===== config.mk =====
export PLATFORM = sky130hd
export DESIGN_NAME = backend_server_selector
export DESIGN_NICKNAME = d
export VERILOG_FILES = /design/src/hw/rtl/bss_pkg.sv /design/src/hw/rtl/bss_table.sv /design/src/hw/rtl/bss_div.sv /design/src/hw/rtl/backend_server_selector.sv
export SDC_FILE = /design/constraint.sdc
export NUM_CORES = 2
export LEC_CHECK = 0
export BUFFER_PORTS_ARGS = -buffer_cell sky130_fd_sc_hd__buf_2
export CORE_MARGIN = 2
export CORE_UTILIZATION = 34
export DETAILED_ROUTE_END_ITERATION = 16
export GPL_TIMING_DRIVEN = 0
export PLACE_DENSITY = 0.47
export SYNTH_ARGS = -nofsm -noshare
export SYNTH_HDL_FRONTEND = slang
export SYNTH_SLANG_ARGS = --single-unit

===== constraint.sdc =====
create_clock -name clk -period 22.4 [get_ports clk]
set_clock_uncertainty 0.15 [all_clocks]
set_input_delay 4.48 -clock clk [delete_from_list [all_inputs] [get_ports clk]]
set_output_delay 4.48 -clock clk [all_outputs]
set_load 0.03 [all_outputs]

===== src/hw/rtl/bss_pkg.sv =====
// Shared types, codes and constants of the backend server selector.
package bss_pkg;

	localparam int MAX_SERVERS_DEF = 16;
	localparam int TIME_BITS_DEF   = 32;

	localparam int CW_MAX = 8191;
	localparam int CW_MIN = -8192;

	localparam logic [7:0]  FAIL_LIMIT_RST  = 8'd3;
	localparam logic [15:0] FAIL_WINDOW_RST = 16'd30;
	localparam logic [15:0] CONN_LIMIT_RST  = 16'd1000;

	localparam logic [2:0] CMD_SELECT  = 3'd0;
	localparam logic [2:0] CMD_LOAD    = 3'd1;
	localparam logic [2:0] CMD_CONN    = 3'd2;
	localparam logic [2:0] CMD_OUTCOME = 3'd3;
	localparam logic [2:0] CMD_HEALTH  = 3'd4;
	localparam logic [2:0] CMD_TICK    = 3'd5;

	localparam logic [1:0] MODE_RR   = 2'd0;
	localparam logic [1:0] MODE_SWRR = 2'd1;
	localparam logic [1:0] MODE_LC   = 2'd2;
	localparam logic [1:0] MODE_HASH = 2'd3;

	localparam logic [1:0] SLOT_UNKNOWN = 2'd0;
	localparam logic [1:0] SLOT_UP      = 2'd1;
	localparam logic [1:0] SLOT_DOWN    = 2'd2;

	localparam logic [1:0] REG_LB_MODE     = 2'd0;
	localparam logic [1:0] REG_FAIL_LIMIT  = 2'd1;
	localparam logic [1:0] REG_FAIL_WINDOW = 2'd2;
	localparam logic [1:0] REG_CONN_LIMIT  = 2'd3;

	typedef struct packed {
		logic [2:0]  cmd;
		logic [3:0]  slot;
		logic [7:0]  weight_in;
		logic        open_flag;
		logic        pass_flag;
		logic [31:0] client_hash;
	} bss_in_t;

	typedef struct packed {
		logic [3:0] chosen_slot;
		logic       chosen_valid;
	} bss_out_t;

	typedef struct packed {
		logic [7:0]         weight;
		logic signed [13:0] cur_weight;
		logic [1:0]         status;
		logic [15:0]        conns;
		logic [7:0]         fails;
	} slot_entry_t;

endpackage


===== src/hw/rtl/bss_table.sv =====
// Slot table memories with registered read and per-entry valid bits.
module bss_table #(
	parameter int DEPTH = 16,
	parameter int AW    = 4,
	parameter int TW    = 32
) (
	input  logic                clk,
	input  logic                arst_n,
	input  logic                rd_en,
	input  logic [AW-1:0]       rd_addr,
	output bss_pkg::slot_entry_t rd_entry,
	output logic [TW-1:0]       rd_time,
	input  logic                wr_en,
	input  logic [AW-1:0]       wr_addr,
	input  bss_pkg::slot_entry_t wr_entry,
	input  logic [TW-1:0]       wr_time
);
	import bss_pkg::*;

	slot_entry_t       mem_entry [DEPTH];
	logic [TW-1:0]     mem_time  [DEPTH];
	logic [DEPTH-1:0]  vld_q;
	slot_entry_t       rd_entry_s1;
	logic [TW-1:0]     rd_time_s1;
	logic              rd_vld_s1;

	always_ff @(posedge clk) begin
		if (wr_en) begin
			mem_entry[wr_addr] <= wr_entry;
			mem_time[wr_addr]  <= wr_time;
		end
		if (rd_en) begin
			rd_entry_s1 <= mem_entry[rd_addr];
			rd_time_s1  <= mem_time[rd_addr];
		end
	end

	always_ff @(posedge clk or negedge arst_n) begin
		if (!arst_n) begin
			vld_q     <= '0;
			rd_vld_s1 <= 1'b0;
		end else begin
			if (wr_en) vld_q[wr_addr] <= 1'b1;
			if (rd_en) rd_vld_s1 <= vld_q[rd_addr];
		end
	end

	// never-written entries read as the cleared slot
	assign rd_entry = rd_vld_s1 ? rd_entry_s1 : '0;
	assign rd_time  = rd_vld_s1 ? rd_time_s1 : '0;

endmodule


===== src/hw/rtl/bss_div.sv =====
// Bit-serial remainder unit: 32-bit dividend modulo a narrow divisor.
module bss_div #(
	parameter int DW = 5
) (
	input  logic          clk,
	input  logic          arst_n,
	input  logic          start,
	input  logic [31:0]   dividend,
	input  logic [DW-1:0] divisor,
	output logic          done,
	output logic [DW-1:0] rem
);
	logic [31:0]   dvd_q;
	logic [DW-1:0] dsr_q;
	logic [DW-1:0] rem_q;
	logic [4:0]    cnt_q;
	logic          busy_q;
	logic          done_q;
	logic [DW:0]   trial;

	assign trial = {rem_q, dvd_q[31]};

	always_ff @(posedge clk or negedge arst_n) begin
		if (!arst_n) begin
			busy_q <= 1'b0;
			done_q <= 1'b0;
			cnt_q  <= '0;
		end else begin
			done_q <= 1'b0;
			if (start) begin
				busy_q <= 1'b1;
				cnt_q  <= '0;
			end else if (busy_q) begin
				cnt_q <= cnt_q + 5'd1;
				if (cnt_q == 5'd31) begin
					busy_q <= 1'b0;
					done_q <= 1'b1;
				end
			end
		end
	end

	always_ff @(posedge clk) begin
		if (start) begin
			dvd_q <= dividend;
			dsr_q <= divisor;
			rem_q <= '0;
		end else if (busy_q) begin
			dvd_q <= {dvd_q[30:0], 1'b0};
			// one quotient bit a cycle; keep only the partial remainder
			if (trial >= {1'b0, dsr_q}) rem_q <= DW'(trial - {1'b0, dsr_q});
			else rem_q <= DW'(trial);
		end
	end

	assign done = done_q;
	assign rem  = rem_q;

endmodule


===== src/hw/rtl/backend_server_selector.sv =====
// Backend server selector: command sequencer over the slot table.
// Tick and unknown commands go to the response; slot commands read their slot,
// then modify and write it back. Select: per scanned slot a table read, then a
// check and write back, over up to MAX_SERVERS slots; weighted mode adds a
// best-slot write back, hash mode a serial remainder and a walk to its start.
// One command at a time; reset clears the table valid bits, time and registers.
module backend_server_selector #(
	parameter int MAX_SERVERS = bss_pkg::MAX_SERVERS_DEF,
	parameter int TIME_BITS   = bss_pkg::TIME_BITS_DEF
) (
	input  logic             clk,
	input  logic             arst_n,
	input  logic             in_valid,
	output logic             in_ready,
	input  bss_pkg::bss_in_t in_data,
	output logic             out_valid,
	input  logic             out_ready,
	output bss_pkg::bss_out_t out_data,
	input  logic             cfg_we,
	input  logic [1:0]       cfg_index,
	input  logic [15:0]      cfg_data
);
	import bss_pkg::*;

	localparam int SLOT_W = $clog2(MAX_SERVERS);
	localparam int CNT_W  = $clog2(MAX_SERVERS + 1);
	localparam int TOT_W  = 8 + SLOT_W;
	localparam int SUM_W  = ((TOT_W > 14) ? TOT_W : 14) + 2;
	localparam logic [SLOT_W-1:0] LAST_IDX = SLOT_W'(MAX_SERVERS - 1);

	typedef enum logic [3:0] {
		S_IDLE, S_DIV, S_FIND, S_RD, S_EV, S_BEST, S_CMD_RD, S_CMD_EV, S_RESP
	} state_t;

	function automatic logic signed [13:0] sat_cw(input logic signed [SUM_W-1:0] v);
		if (v > SUM_W'(CW_MAX)) return 14'sd8191;
		if (v < SUM_W'(CW_MIN)) return -14'sd8192;
		return 14'(v);
	endfunction

	state_t                state_q;
	bss_in_t               in_q;
	bss_out_t              out_q;
	logic                  out_valid_q;
	logic [3:0]            res_slot_q;
	logic                  res_valid_q;
	logic [1:0]            lb_mode_q;
	logic [7:0]            fail_limit_q;
	logic [15:0]           fail_window_q;
	logic [15:0]           conn_limit_q;
	logic [TIME_BITS-1:0]  now_q;
	logic [SLOT_W-1:0]     rr_q;
	logic [MAX_SERVERS-1:0] occ_q;
	logic [CNT_W-1:0]      occ_cnt_q;
	logic [SLOT_W-1:0]     idx_q;
	logic [SLOT_W-1:0]     cnt_q;
	logic [CNT_W-1:0]      seen_q;
	logic [CNT_W-1:0]      target_q;
	logic [SLOT_W-1:0]     best_q;
	logic                  found_q;
	slot_entry_t           best_entry_q;
	logic [TIME_BITS-1:0]  best_time_q;
	logic [15:0]           minc_q;
	logic [TOT_W-1:0]      total_q;

	logic                  accept;
	logic [SLOT_W-1:0]     slot_idx;
	logic                  rd_en;
	logic [SLOT_W-1:0]     rd_addr;
	slot_entry_t           e;
	logic [TIME_BITS-1:0]  t;
	logic                  wr_en;
	logic [SLOT_W-1:0]     wr_addr;
	slot_entry_t           wr_entry;
	logic [TIME_BITS-1:0]  wr_time;
	logic                  div_start;
	logic                  div_done;
	logic [CNT_W-1:0]      div_rem;

	logic [TIME_BITS-1:0]  age;
	logic                  pre_ok;
	logic                  failed;
	logic                  aged;
	logic                  avail;
	logic                  clr;
	logic signed [SUM_W-1:0] cw_sum;
	logic signed [SUM_W-1:0] cw_diff;
	slot_entry_t           scan_entry;
	slot_entry_t           best_wr;
	slot_entry_t           cmd_entry;
	logic [TIME_BITS-1:0]  cmd_time;
	logic [7:0]            fail_inc;
	logic                  take;
	logic                  found_next;
	logic [SLOT_W-1:0]     best_next;
	logic                  last;
	logic [SLOT_W-1:0]     idx_next;

	assign accept   = in_valid && in_ready;
	assign in_ready = (state_q == S_IDLE);
	assign slot_idx = SLOT_W'(in_q.slot);
	assign last     = (cnt_q == LAST_IDX);
	assign idx_next = (idx_q == LAST_IDX) ? '0 : idx_q + 1'b1;

	// availability of the entry just read
	always_comb begin
		age    = now_q - t;
		pre_ok = (e.weight != 8'd0) && (e.status != SLOT_DOWN) &&
			((conn_limit_q == 16'd0) || (e.conns < conn_limit_q));
		failed = (e.fails >= fail_limit_q);
		aged   = (age >= TIME_BITS'(fail_window_q));
		avail  = pre_ok && (!failed || aged);
		clr    = pre_ok && failed && aged;
		cw_sum = SUM_W'(e.cur_weight) + SUM_W'($signed({1'b0, e.weight}));
		scan_entry = e;
		if (clr) scan_entry.fails = 8'd0;
		if (lb_mode_q == MODE_SWRR && avail) scan_entry.cur_weight = sat_cw(cw_sum);
		case (lb_mode_q)
			MODE_SWRR: take = avail && (!found_q || scan_entry.cur_weight > best_entry_q.cur_weight);
			MODE_LC:   take = avail && (!found_q || e.conns < minc_q);
			default:   take = avail;
		endcase
		found_next = found_q || take;
		best_next  = take ? idx_q : best_q;
		cw_diff = SUM_W'(best_entry_q.cur_weight) - SUM_W'($signed({1'b0, total_q}));
		best_wr = best_entry_q;
		best_wr.cur_weight = sat_cw(cw_diff);
	end

	// read-modify-write of one slot for the slot commands
	always_comb begin
		cmd_entry = e;
		cmd_time  = t;
		fail_inc  = (e.fails == 8'hFF) ? 8'hFF : e.fails + 8'd1;
		case (in_q.cmd)
			CMD_LOAD: begin
				cmd_entry = '0;
				cmd_entry.weight = in_q.weight_in;
				cmd_time = '0;
			end
			CMD_CONN: begin
				if (in_q.open_flag) begin
					if (e.conns != 16'hFFFF) cmd_entry.conns = e.conns + 16'd1;
				end else if (e.conns != 16'd0) begin
					cmd_entry.conns = e.conns - 16'd1;
				end
			end
			CMD_OUTCOME: begin
				if (in_q.pass_flag) begin
					cmd_entry.fails = 8'd0;
				end else begin
					cmd_entry.fails = fail_inc;
					cmd_time = now_q;
				end
			end
			CMD_HEALTH: begin
				if (in_q.pass_flag) begin
					if (e.status != SLOT_UP) begin
						cmd_entry.status = SLOT_UP;
						cmd_entry.fails  = 8'd0;
					end
				end else begin
					cmd_entry.fails = fail_inc;
					cmd_time = now_q;
					if (fail_inc >= fail_limit_q) cmd_entry.status = SLOT_DOWN;
				end
			end
			default: begin
				cmd_entry = e;
			end
		endcase
	end

	always_comb begin
		rd_en   = (state_q == S_RD) || (state_q == S_CMD_RD);
		rd_addr = (state_q == S_CMD_RD) ? slot_idx : idx_q;
		wr_en   = (state_q == S_EV) || (state_q == S_CMD_EV) || (state_q == S_BEST);
		case (state_q)
			S_CMD_EV: begin
				wr_addr  = slot_idx;
				wr_entry = cmd_entry;
				wr_time  = cmd_time;
			end
			S_BEST: begin
				wr_addr  = best_q;
				wr_entry = best_wr;
				wr_time  = best_time_q;
			end
			default: begin
				wr_addr  = idx_q;
				wr_entry = scan_entry;
				wr_time  = t;
			end
		endcase
	end

	assign div_start = accept && (in_data.cmd == CMD_SELECT) &&
		(lb_mode_q == MODE_HASH) && (occ_cnt_q != '0);

	bss_table #(
		.DEPTH (MAX_SERVERS),
		.AW    (SLOT_W),
		.TW    (TIME_BITS)
	) u_table (
		.clk      (clk),
		.arst_n   (arst_n),
		.rd_en    (rd_en),
		.rd_addr  (rd_addr),
		.rd_entry (e),
		.rd_time  (t),
		.wr_en    (wr_en),
		.wr_addr  (wr_addr),
		.wr_entry (wr_entry),
		.wr_time  (wr_time)
	);

	bss_div #(
		.DW (CNT_W)
	) u_div (
		.clk      (clk),
		.arst_n   (arst_n),
		.start    (div_start),
		.dividend (in_data.client_hash),
		.divisor  (occ_cnt_q),
		.done     (div_done),
		.rem      (div_rem)
	);

	always_ff @(posedge clk or negedge arst_n) begin
		if (!arst_n) begin
			state_q       <= S_IDLE;
			out_valid_q   <= 1'b0;
			lb_mode_q     <= MODE_RR;
			fail_limit_q  <= FAIL_LIMIT_RST;
			fail_window_q <= FAIL_WINDOW_RST;
			conn_limit_q  <= CONN_LIMIT_RST;
			now_q         <= '0;
			rr_q          <= '0;
			occ_q         <= '0;
			occ_cnt_q     <= '0;
			found_q       <= 1'b0;
			in_q          <= '0;
			out_q         <= '0;
			res_slot_q    <= '0;
			res_valid_q   <= 1'b0;
			idx_q         <= '0;
			cnt_q         <= '0;
			seen_q        <= '0;
			target_q      <= '0;
			best_q        <= '0;
			best_entry_q  <= '0;
			best_time_q   <= '0;
			minc_q        <= '0;
			total_q       <= '0;
		end else begin
			if (cfg_we) begin
				case (cfg_index)
					REG_LB_MODE:     lb_mode_q     <= cfg_data[1:0];
					REG_FAIL_LIMIT:  fail_limit_q  <= cfg_data[7:0];
					REG_FAIL_WINDOW: fail_window_q <= cfg_data;
					REG_CONN_LIMIT:  conn_limit_q  <= cfg_data;
					default:         lb_mode_q     <= lb_mode_q;
				endcase
			end
			if (out_valid_q && out_ready && state_q != S_RESP) out_valid_q <= 1'b0;

			case (state_q)
				S_IDLE: begin
					if (accept) begin
						in_q        <= in_data;
						res_slot_q  <= '0;
						res_valid_q <= 1'b0;
						found_q     <= 1'b0;
						total_q     <= '0;
						cnt_q       <= '0;
						case (in_data.cmd)
							CMD_SELECT: begin
								if (lb_mode_q == MODE_HASH) begin
									state_q <= (occ_cnt_q == '0) ? S_RESP : S_DIV;
								end else begin
									idx_q   <= (lb_mode_q == MODE_RR) ? rr_q : '0;
									state_q <= S_RD;
								end
							end
							CMD_TICK: begin
								now_q   <= now_q + 1'b1;
								state_q <= S_RESP;
							end
							CMD_LOAD, CMD_CONN, CMD_OUTCOME, CMD_HEALTH: begin
								state_q <= (32'(in_data.slot) < MAX_SERVERS) ? S_CMD_RD : S_RESP;
							end
							default: state_q <= S_RESP;
						endcase
					end
				end
				S_DIV: begin
					if (div_done) begin
						target_q <= div_rem;
						idx_q    <= '0;
						seen_q   <= '0;
						state_q  <= S_FIND;
					end
				end
				S_FIND: begin
					// walk to the target-th occupied slot
					if (occ_q[idx_q] && seen_q == target_q) begin
						state_q <= S_RD;
					end else begin
						seen_q <= seen_q + CNT_W'(occ_q[idx_q]);
						idx_q  <= idx_q + 1'b1;
					end
				end
				S_RD: state_q <= S_EV;
				S_EV: begin
					if (lb_mode_q == MODE_SWRR && avail) total_q <= total_q + TOT_W'(e.weight);
					if (take) begin
						best_q       <= idx_q;
						found_q      <= 1'b1;
						best_entry_q <= scan_entry;
						best_time_q  <= t;
						minc_q       <= e.conns;
					end
					if (take && (lb_mode_q == MODE_RR || lb_mode_q == MODE_HASH)) begin
						res_slot_q  <= 4'(idx_q);
						res_valid_q <= 1'b1;
						if (lb_mode_q == MODE_RR) rr_q <= idx_next;
						state_q <= S_RESP;
					end else if (last) begin
						if (found_next && lb_mode_q == MODE_SWRR) begin
							state_q <= S_BEST;
						end else begin
							if (found_next && lb_mode_q == MODE_LC) begin
								res_slot_q  <= 4'(best_next);
								res_valid_q <= 1'b1;
							end
							state_q <= S_RESP;
						end
					end else begin
						cnt_q   <= cnt_q + 1'b1;
						idx_q   <= idx_next;
						state_q <= S_RD;
					end
				end
				S_BEST: begin
					res_slot_q  <= 4'(best_q);
					res_valid_q <= 1'b1;
					state_q     <= S_RESP;
				end
				S_CMD_RD: state_q <= S_CMD_EV;
				S_CMD_EV: begin
					if (in_q.cmd == CMD_LOAD) begin
						occ_q[slot_idx] <= (in_q.weight_in != 8'd0);
						if (occ_q[slot_idx] && in_q.weight_in == 8'd0)
							occ_cnt_q <= occ_cnt_q - 1'b1;
						else if (!occ_q[slot_idx] && in_q.weight_in != 8'd0)
							occ_cnt_q <= occ_cnt_q + 1'b1;
					end
					state_q <= S_RESP;
				end
				S_RESP: begin
					// hold until the output register is free
					if (!out_valid_q || out_ready) begin
						out_valid_q        <= 1'b1;
						out_q.chosen_slot  <= res_slot_q;
						out_q.chosen_valid <= res_valid_q;
						state_q            <= S_IDLE;
					end
				end
				default: state_q <= S_IDLE;
			endcase
		end
	end

	assign out_valid = out_valid_q;
	assign out_data  = out_q;

endmodule


# Word level (Yosys, flattened, before mapping)

Memories as Yosys holds them, arrays and structs flattened. A register that Yosys moved wholly into a read port is not among the register bits.
Index checks and enable logic that the tools add are counted.

Output and inout port bits: 7
Flip-flop bits (word level): 312
Bits in writable memories: 1280
Bits in latches: 0
ROM bits: 0
Memories: 2

Memories:

| name              | words | width | rd ports | clocked after memory_dff | wr ports | RTL line        | text |
|---|---|---|---|---|---|---|---|
| u_table.mem_entry | 16    | 48    | 1        | 1                        | 1        | bss_table.sv:20 | `slot_entry_t mem_entry [DEPTH];` |
| u_table.mem_time  | 16    | 32    | 1        | 1                        | 1        | bss_table.sv:21 | `logic [TW-1:0] mem_time [DEPTH];` |

$add $sub $neg: 15
Div/mod/pow operators: 0
$lt $le $gt $ge: 17
Equal/unequal tests: 46
Bitwise operators: 1
Muxes and demuxes: 115
Multipliers: 0
Reduce and logical (&&, ||, !) cells: 75
Shift operators: 0

Operators by type and width:

| operator              | count |
|---|---|
| $mux 32               | 4 |
| $pmux 32 s2           | 2 |
| $mux 14               | 9 |
| $mux 4                | 27 |
| $pmux 48 s2           | 1 |
| $mux 16               | 3 |
| $mux 48               | 1 |
| $mux 8                | 5 |
| $mux 5                | 7 |
| $add 32x1->32 const B | 1 |
| $ge 32x16->1          | 1 |
| $lt 16x16->1          | 2 |
| $pmux 16 s2           | 1 |
| $pmux 4 s8            | 1 |
| $sub 32x32->32        | 1 |
| $gt 15x14->1 const B  | 2 |
| $lt 15x14->1 const B  | 2 |
| $mux 1                | 30 |
| $mux 12               | 2 |
| $pmux 12 s2           | 1 |
| $pmux 4 s2            | 3 |
| $pmux 8 s3            | 1 |
| $logic_and 1x1->1     | 22 |
| $mux 22               | 1 |
| 67 further kinds      | 139 |

# Depth between registers and ports, before layout

Word-level depth: 23
Gate-level depth with buffers: 42
Gate-level depth less buffers: 32

# Hierarchy

A second synthesis with hierarchy kept.

Cell total of the unflattened synthesis: 4437
Area total of the unflattened synthesis: 72864.9 sq um

Modules (own cells, without submodules):

| module                  | times used | area each (sq um) | cells an instance | sequential area each (sq um) |
|---|---|---|---|---|
| bss_table               | 1          | 51664.6           | 2002              | 41264.6 |
| backend_server_selector | 1          | 18966.9           | 2285              | 6170.9 |
| bss_div                 | 1          | 2233.4            | 150               | 1386.3 |

# Worst setup path after synthesis

No wires, ideal clock.

Path type: register to register
Start: register u_table.rd_vld_s1
End: register res_slot_q[0]
Slack: 14266 ps
Cell stages (with the launch flop): 38
Library setup time: 125 ps
Data arrival time: 7859 ps
Buffers on the path: 10
Required time: 22125 ps
Cells stage by stage: dfrtp_1 > clkbuf_1 > clkbuf_1 > clkbuf_1 > clkbuf_1 > clkbuf_1 > clkbuf_1 > nand2_1 > ha_1 > buf_2 > nand4_1 > o221ai_1 > o21ai_0 > nor2b_1 > xnor2_1 > ha_1 > a21oi_1 > o21a_1 > [2 not listed] > a211o_1 > nor4_2 > a41oi_4 > and2_4 > buf_6 > buf_2 > a21oi_1 > inv_1 > ha_1 > nand3_1 > nor4_1 > o311ai_0 > a32oi_1 > nor2_1 > and2_1 > buf_2 > a22o_1 > mux2_2

RTL lines:

| item                     | RTL line                       | text |
|---|---|---|
| start: declaration       | bss_table.sv:25                | `logic rd_vld_s1;` |
| start signal: assignment | bss_table.sv:44                | `if (rd_en) rd_vld_s1 <= vld_q[rd_addr];` |
| end signal: assignment   | backend_server_selector.sv:324 | `res_slot_q <= 4'(idx_q);` |
| end signal: assignment   | backend_server_selector.sv:333 | `res_slot_q <= 4'(best_next);` |
| end signal: assignment   | backend_server_selector.sv:345 | `res_slot_q <= 4'(best_q);` |
| end: declaration         | backend_server_selector.sv:45  | `logic [3:0] res_slot_q;` |

==> flow_summary_export.csv <==
group,metric,value,unit
clock_tree,h-tree-depth,4,
worst_hold_path,min_path_type,"register to register",
yosys,synth_edf_count,1397,
setup_path,start_kind,"register",
yosys,synthTopCellsByArea,"edfxtp_1 57%, mux4_2 10%, dfrtp_1 8.8%",
sta,setup_viol,0,
layout,nNetsFinal,5465,
setup_path,crit_top_cell,"clkbuf_1",
placement,pre_cts_ws,7.83,ns
placement,place_congestion,0.897,
detailed_routing,num_vias,44517,
setup_path,required,22.91,ns
layout,areaGrowthSynthToFinish,16.6,%
yosys,synth_top_area_share,0.574,
layout,drive_above_1_share,0.185,
clock_tree,clock_sinks,1672,
detailed_routing,dr_wl_met2,106000,um
setup_path,cp_slowest_stage_delay,1.01,ns
detailed_routing,drc,0,
floorplan,dieArea,219000,um^2
detailed_routing,drtIter0Drc,4358,
sta,worst_slack,7.47,ns
floorplan,start_util,0.341,
floorplan,die_h,468,um
detailed_routing,ant_nets,0,
global_routing,grt_use_total,0.207,
yosys,syn_avg_cell_area,15.0,um^2
pwr,leakage,30.3,nW
layout,final_common_cell,"edfxtp_1",
detailed_routing,wl_met1,104000,um
clock_tree,cts-root-buf,"clkbuf_16",
detailed_routing,wl,227000,um
detailed_routing,vias_per_cell,5.41,
yosys,seq_area_frac_synth,0.668,
global_routing,antenna_found_initial,15,
sta,worstMarginPinSlew,1.47,ns
status,outcome,"finished clean",
setup_path,path_class,"register to register",
clock_tree,clkLatencyLatePin,0.84,ns
detailed_routing,routedWlPerCell,27.6,um
detailed_routing,firstDrtPassIters,6,
clock_tree,cts_buffer_depth,3,
global_routing,grt_max_degree,106,
yosys,synth_seq_cells,1672,
placement,io_buffers,78,
yosys,syn_nets,5109,
sta,slew_violations,0,
sta,fin_crit,14.93,ns
worst_hold_path,holdPathEnd,"u_table.vld_q[3]",
clock_tree,cts_tree,"built",
layout,fillers,19778,
job,max_cap_violations,0,
global_routing,grt_pass1_vias,44548,
detailed_routing,dr.max_layer_used,"met5",
setup_path,ff2ff_path_depth,36,
sta,hold_viol_final,0,
yosys,synth_cells,4871,
clock_tree,postCtsSetupBuffers,0,
yosys,yosys_most_used_dff,"edfxtp_1",
yosys,async_flop_share,0.161,
sta,rsz0062_at_grt,"false",
detailed_routing,wl_met3,12300,um
floorplan,floorplan.core_area,214000,um^2
clock_tree,cts_made_buffers,179,
sta,finalCritPeriodShare,0.666,
pwr,p_per_area,129,nW/um^2
pwr,irDropWorstVdd,0.0000892,V
setup_path,arrival,15.43,ns
setup_path,r2r_start,"u_table.rd_vld_s1",
worst_hold_path,hold_start,"u_table.vld_q[3]",
sta,fmax,0.0670,GHz
yosys,yosysTopAreaCell,"edfxtp_1",
yosys,synth_cell_types,89,
sta,maxSlewHeadroom,0.0203,
layout,mostFrequentLayoutCells,"1397 x edfxtp_1, 650 x nand2_1, 334 x mux4_2",
yosys,synth_area,73100,um^2
global_routing,grt_first_pass_wirelength,326000,um
clock_tree,cts.clk_slew.worst_paths,0.06,ns
floorplan,rows,170,
clock_tree,ctsResizeCount,0,
floorplan,ios,79,
setup_path,crit_slowest_cell,"clkbuf_1",
clock_tree,hold_buffers,0,
setup_path,rrSetupSlack,7.47,ns
sta,finalSetupTns,0,ns
worst_hold_path,holdPathStages,1,
floorplan,fp.dieW,468,um
setup_path,endpoint_kind,"register",
global_routing,globalRouteOverflowTotal,0,
setup_path,path_max_fanout,10,
placement,hpwl,159000,um
setup_path,rr_endpoint,"best_time_q[4]",
yosys,ys_warn_count,0,
sta,hold_ws,0.315,ns
[worst max-delay path: cells and delay by family (launching register included)]
family,cells,cell delay (ns)
AOI/OAI and AO/OA,10,3.09
xor gates and xnor gates,1,0.21
adders and majority gates,4,1.17
buffers and inverters,10,6.01
DFF,1,0.91
and+or+nand+nor,11,3.12
[cell type report]
type,instances,area [um^2],area share
buffer,246,986,0.0116
tap,2838,3550,0.0416
clock inverter,79,912,0.0107
sequential,1672,48800,0.573
timing repair buffer,175,2280,0.0268
multi-input combinational,2791,23100,0.271
inverter,162,608,0.00713
clock buffer,254,4970,0.0583
antenna,7,17.5,0.000205
[per-stage QoR]
stage          cells  cell area [um^2]   util  total power [mW]
2_1_floorplan   4871             73100      -              6.57
6_report        8224             85300  0.398              11.0
3_3_place_gp    7787             77100  0.360              7.89
3_5_place_dp    7882             79200  0.370              8.01
4_1_cts         8215             85100  0.397              11.0
5_1_grt         8219             85300  0.398              11.5
[power breakdown]
part	internal (mW)	leakage, nW	switching [mW]
Sequential	4.17	16.3	0.171
Combinational	1.22	11.2	2.41
Clock	1.72	2.87	1.27
Total	7.11	30.3	3.85
[cell usage after synthesis, drive strengths merged (18+ instances only)]
library cell and instances:
a211oi 101, a21o 48, a21oi 180, a22oi 18, a31oi 101, and2 106, and3 27, buf 72
clkbuf 174, dfrtp 258, edfxtp 1397, ha 160, inv 161, mux2 77, mux2i 24, mux4 334
nand2 653, nand2b 27, nand3 50, nand4 35, nor2 216, nor2b 18, nor3 44, nor4 24
o211ai 24, o21ai 184, o221ai 50, or2 23, xnor2 67, xor2 29
[how the worst max path moves through the flow]
stage	from	to	slack, ns
after floorplan	u_table.rd_vld_s1	res_slot_q[0]	14.27
after global routing	u_table.rd_vld_s1	minc_q[11]	7.23
after global placement	u_table.rd_vld_s1	minc_q[13]	7.65
after CTS	u_table.rd_vld_s1	best_time_q[4]	7.72
after detailed placement	u_table.rd_vld_s1	minc_q[11]	7.83
final	u_table.rd_vld_s1	best_time_q[4]	7.47
[layer usage]
metal / up-vias / global-route usage
li1: 19561 / -
met3: 276 / 0.0287
met5: - / 0
met4: 2 / 0.0541
met1: 23321 / 0.298
met2: 1357 / 0.329
[sequential cells by signal, indices dropped and copies added, names as in the netlist, 16 cells and up]
| signal | cells |
|---|---|
| u_table.mem_entry | 768 |
| conn_limit_q | 16 |
| minc_q | 16 |
| u_table.vld_q | 16 |
| now_q | 32 |
| u_table.rd_entry_s1 | 48 |
| u_table.mem_time | 512 |
| best_time_q | 32 |
| u_div.dvd_q | 32 |
| u_table.rd_time_s1 | 32 |
| occ_q | 16 |
| fail_window_q | 16 |
| best_entry_q | 32 |
[kinds of logic (layout without fill, tap and decap cells)]
| family | Yosys count | after routing | share of synthesized area |
|---|---|---|---|
| DFF | 1672 | 1672 | 0.668 |
| and+or+nand+nor | 1258 | 1258 | 0.0773 |
| AOI/OAI and AO/OA | 836 | 836 | 0.0748 |
| muxes | 435 | 435 | 0.118 |
| buffers and inverters | 408 | 916 | 0.0216 |
| adders and majority gates | 166 | 166 | 0.0290 |
| xor gates and xnor gates | 96 | 96 | 0.0115 |
| other | 0 | 7 | 0 |
No activity file was read; power rests on OpenSTA's default activity.
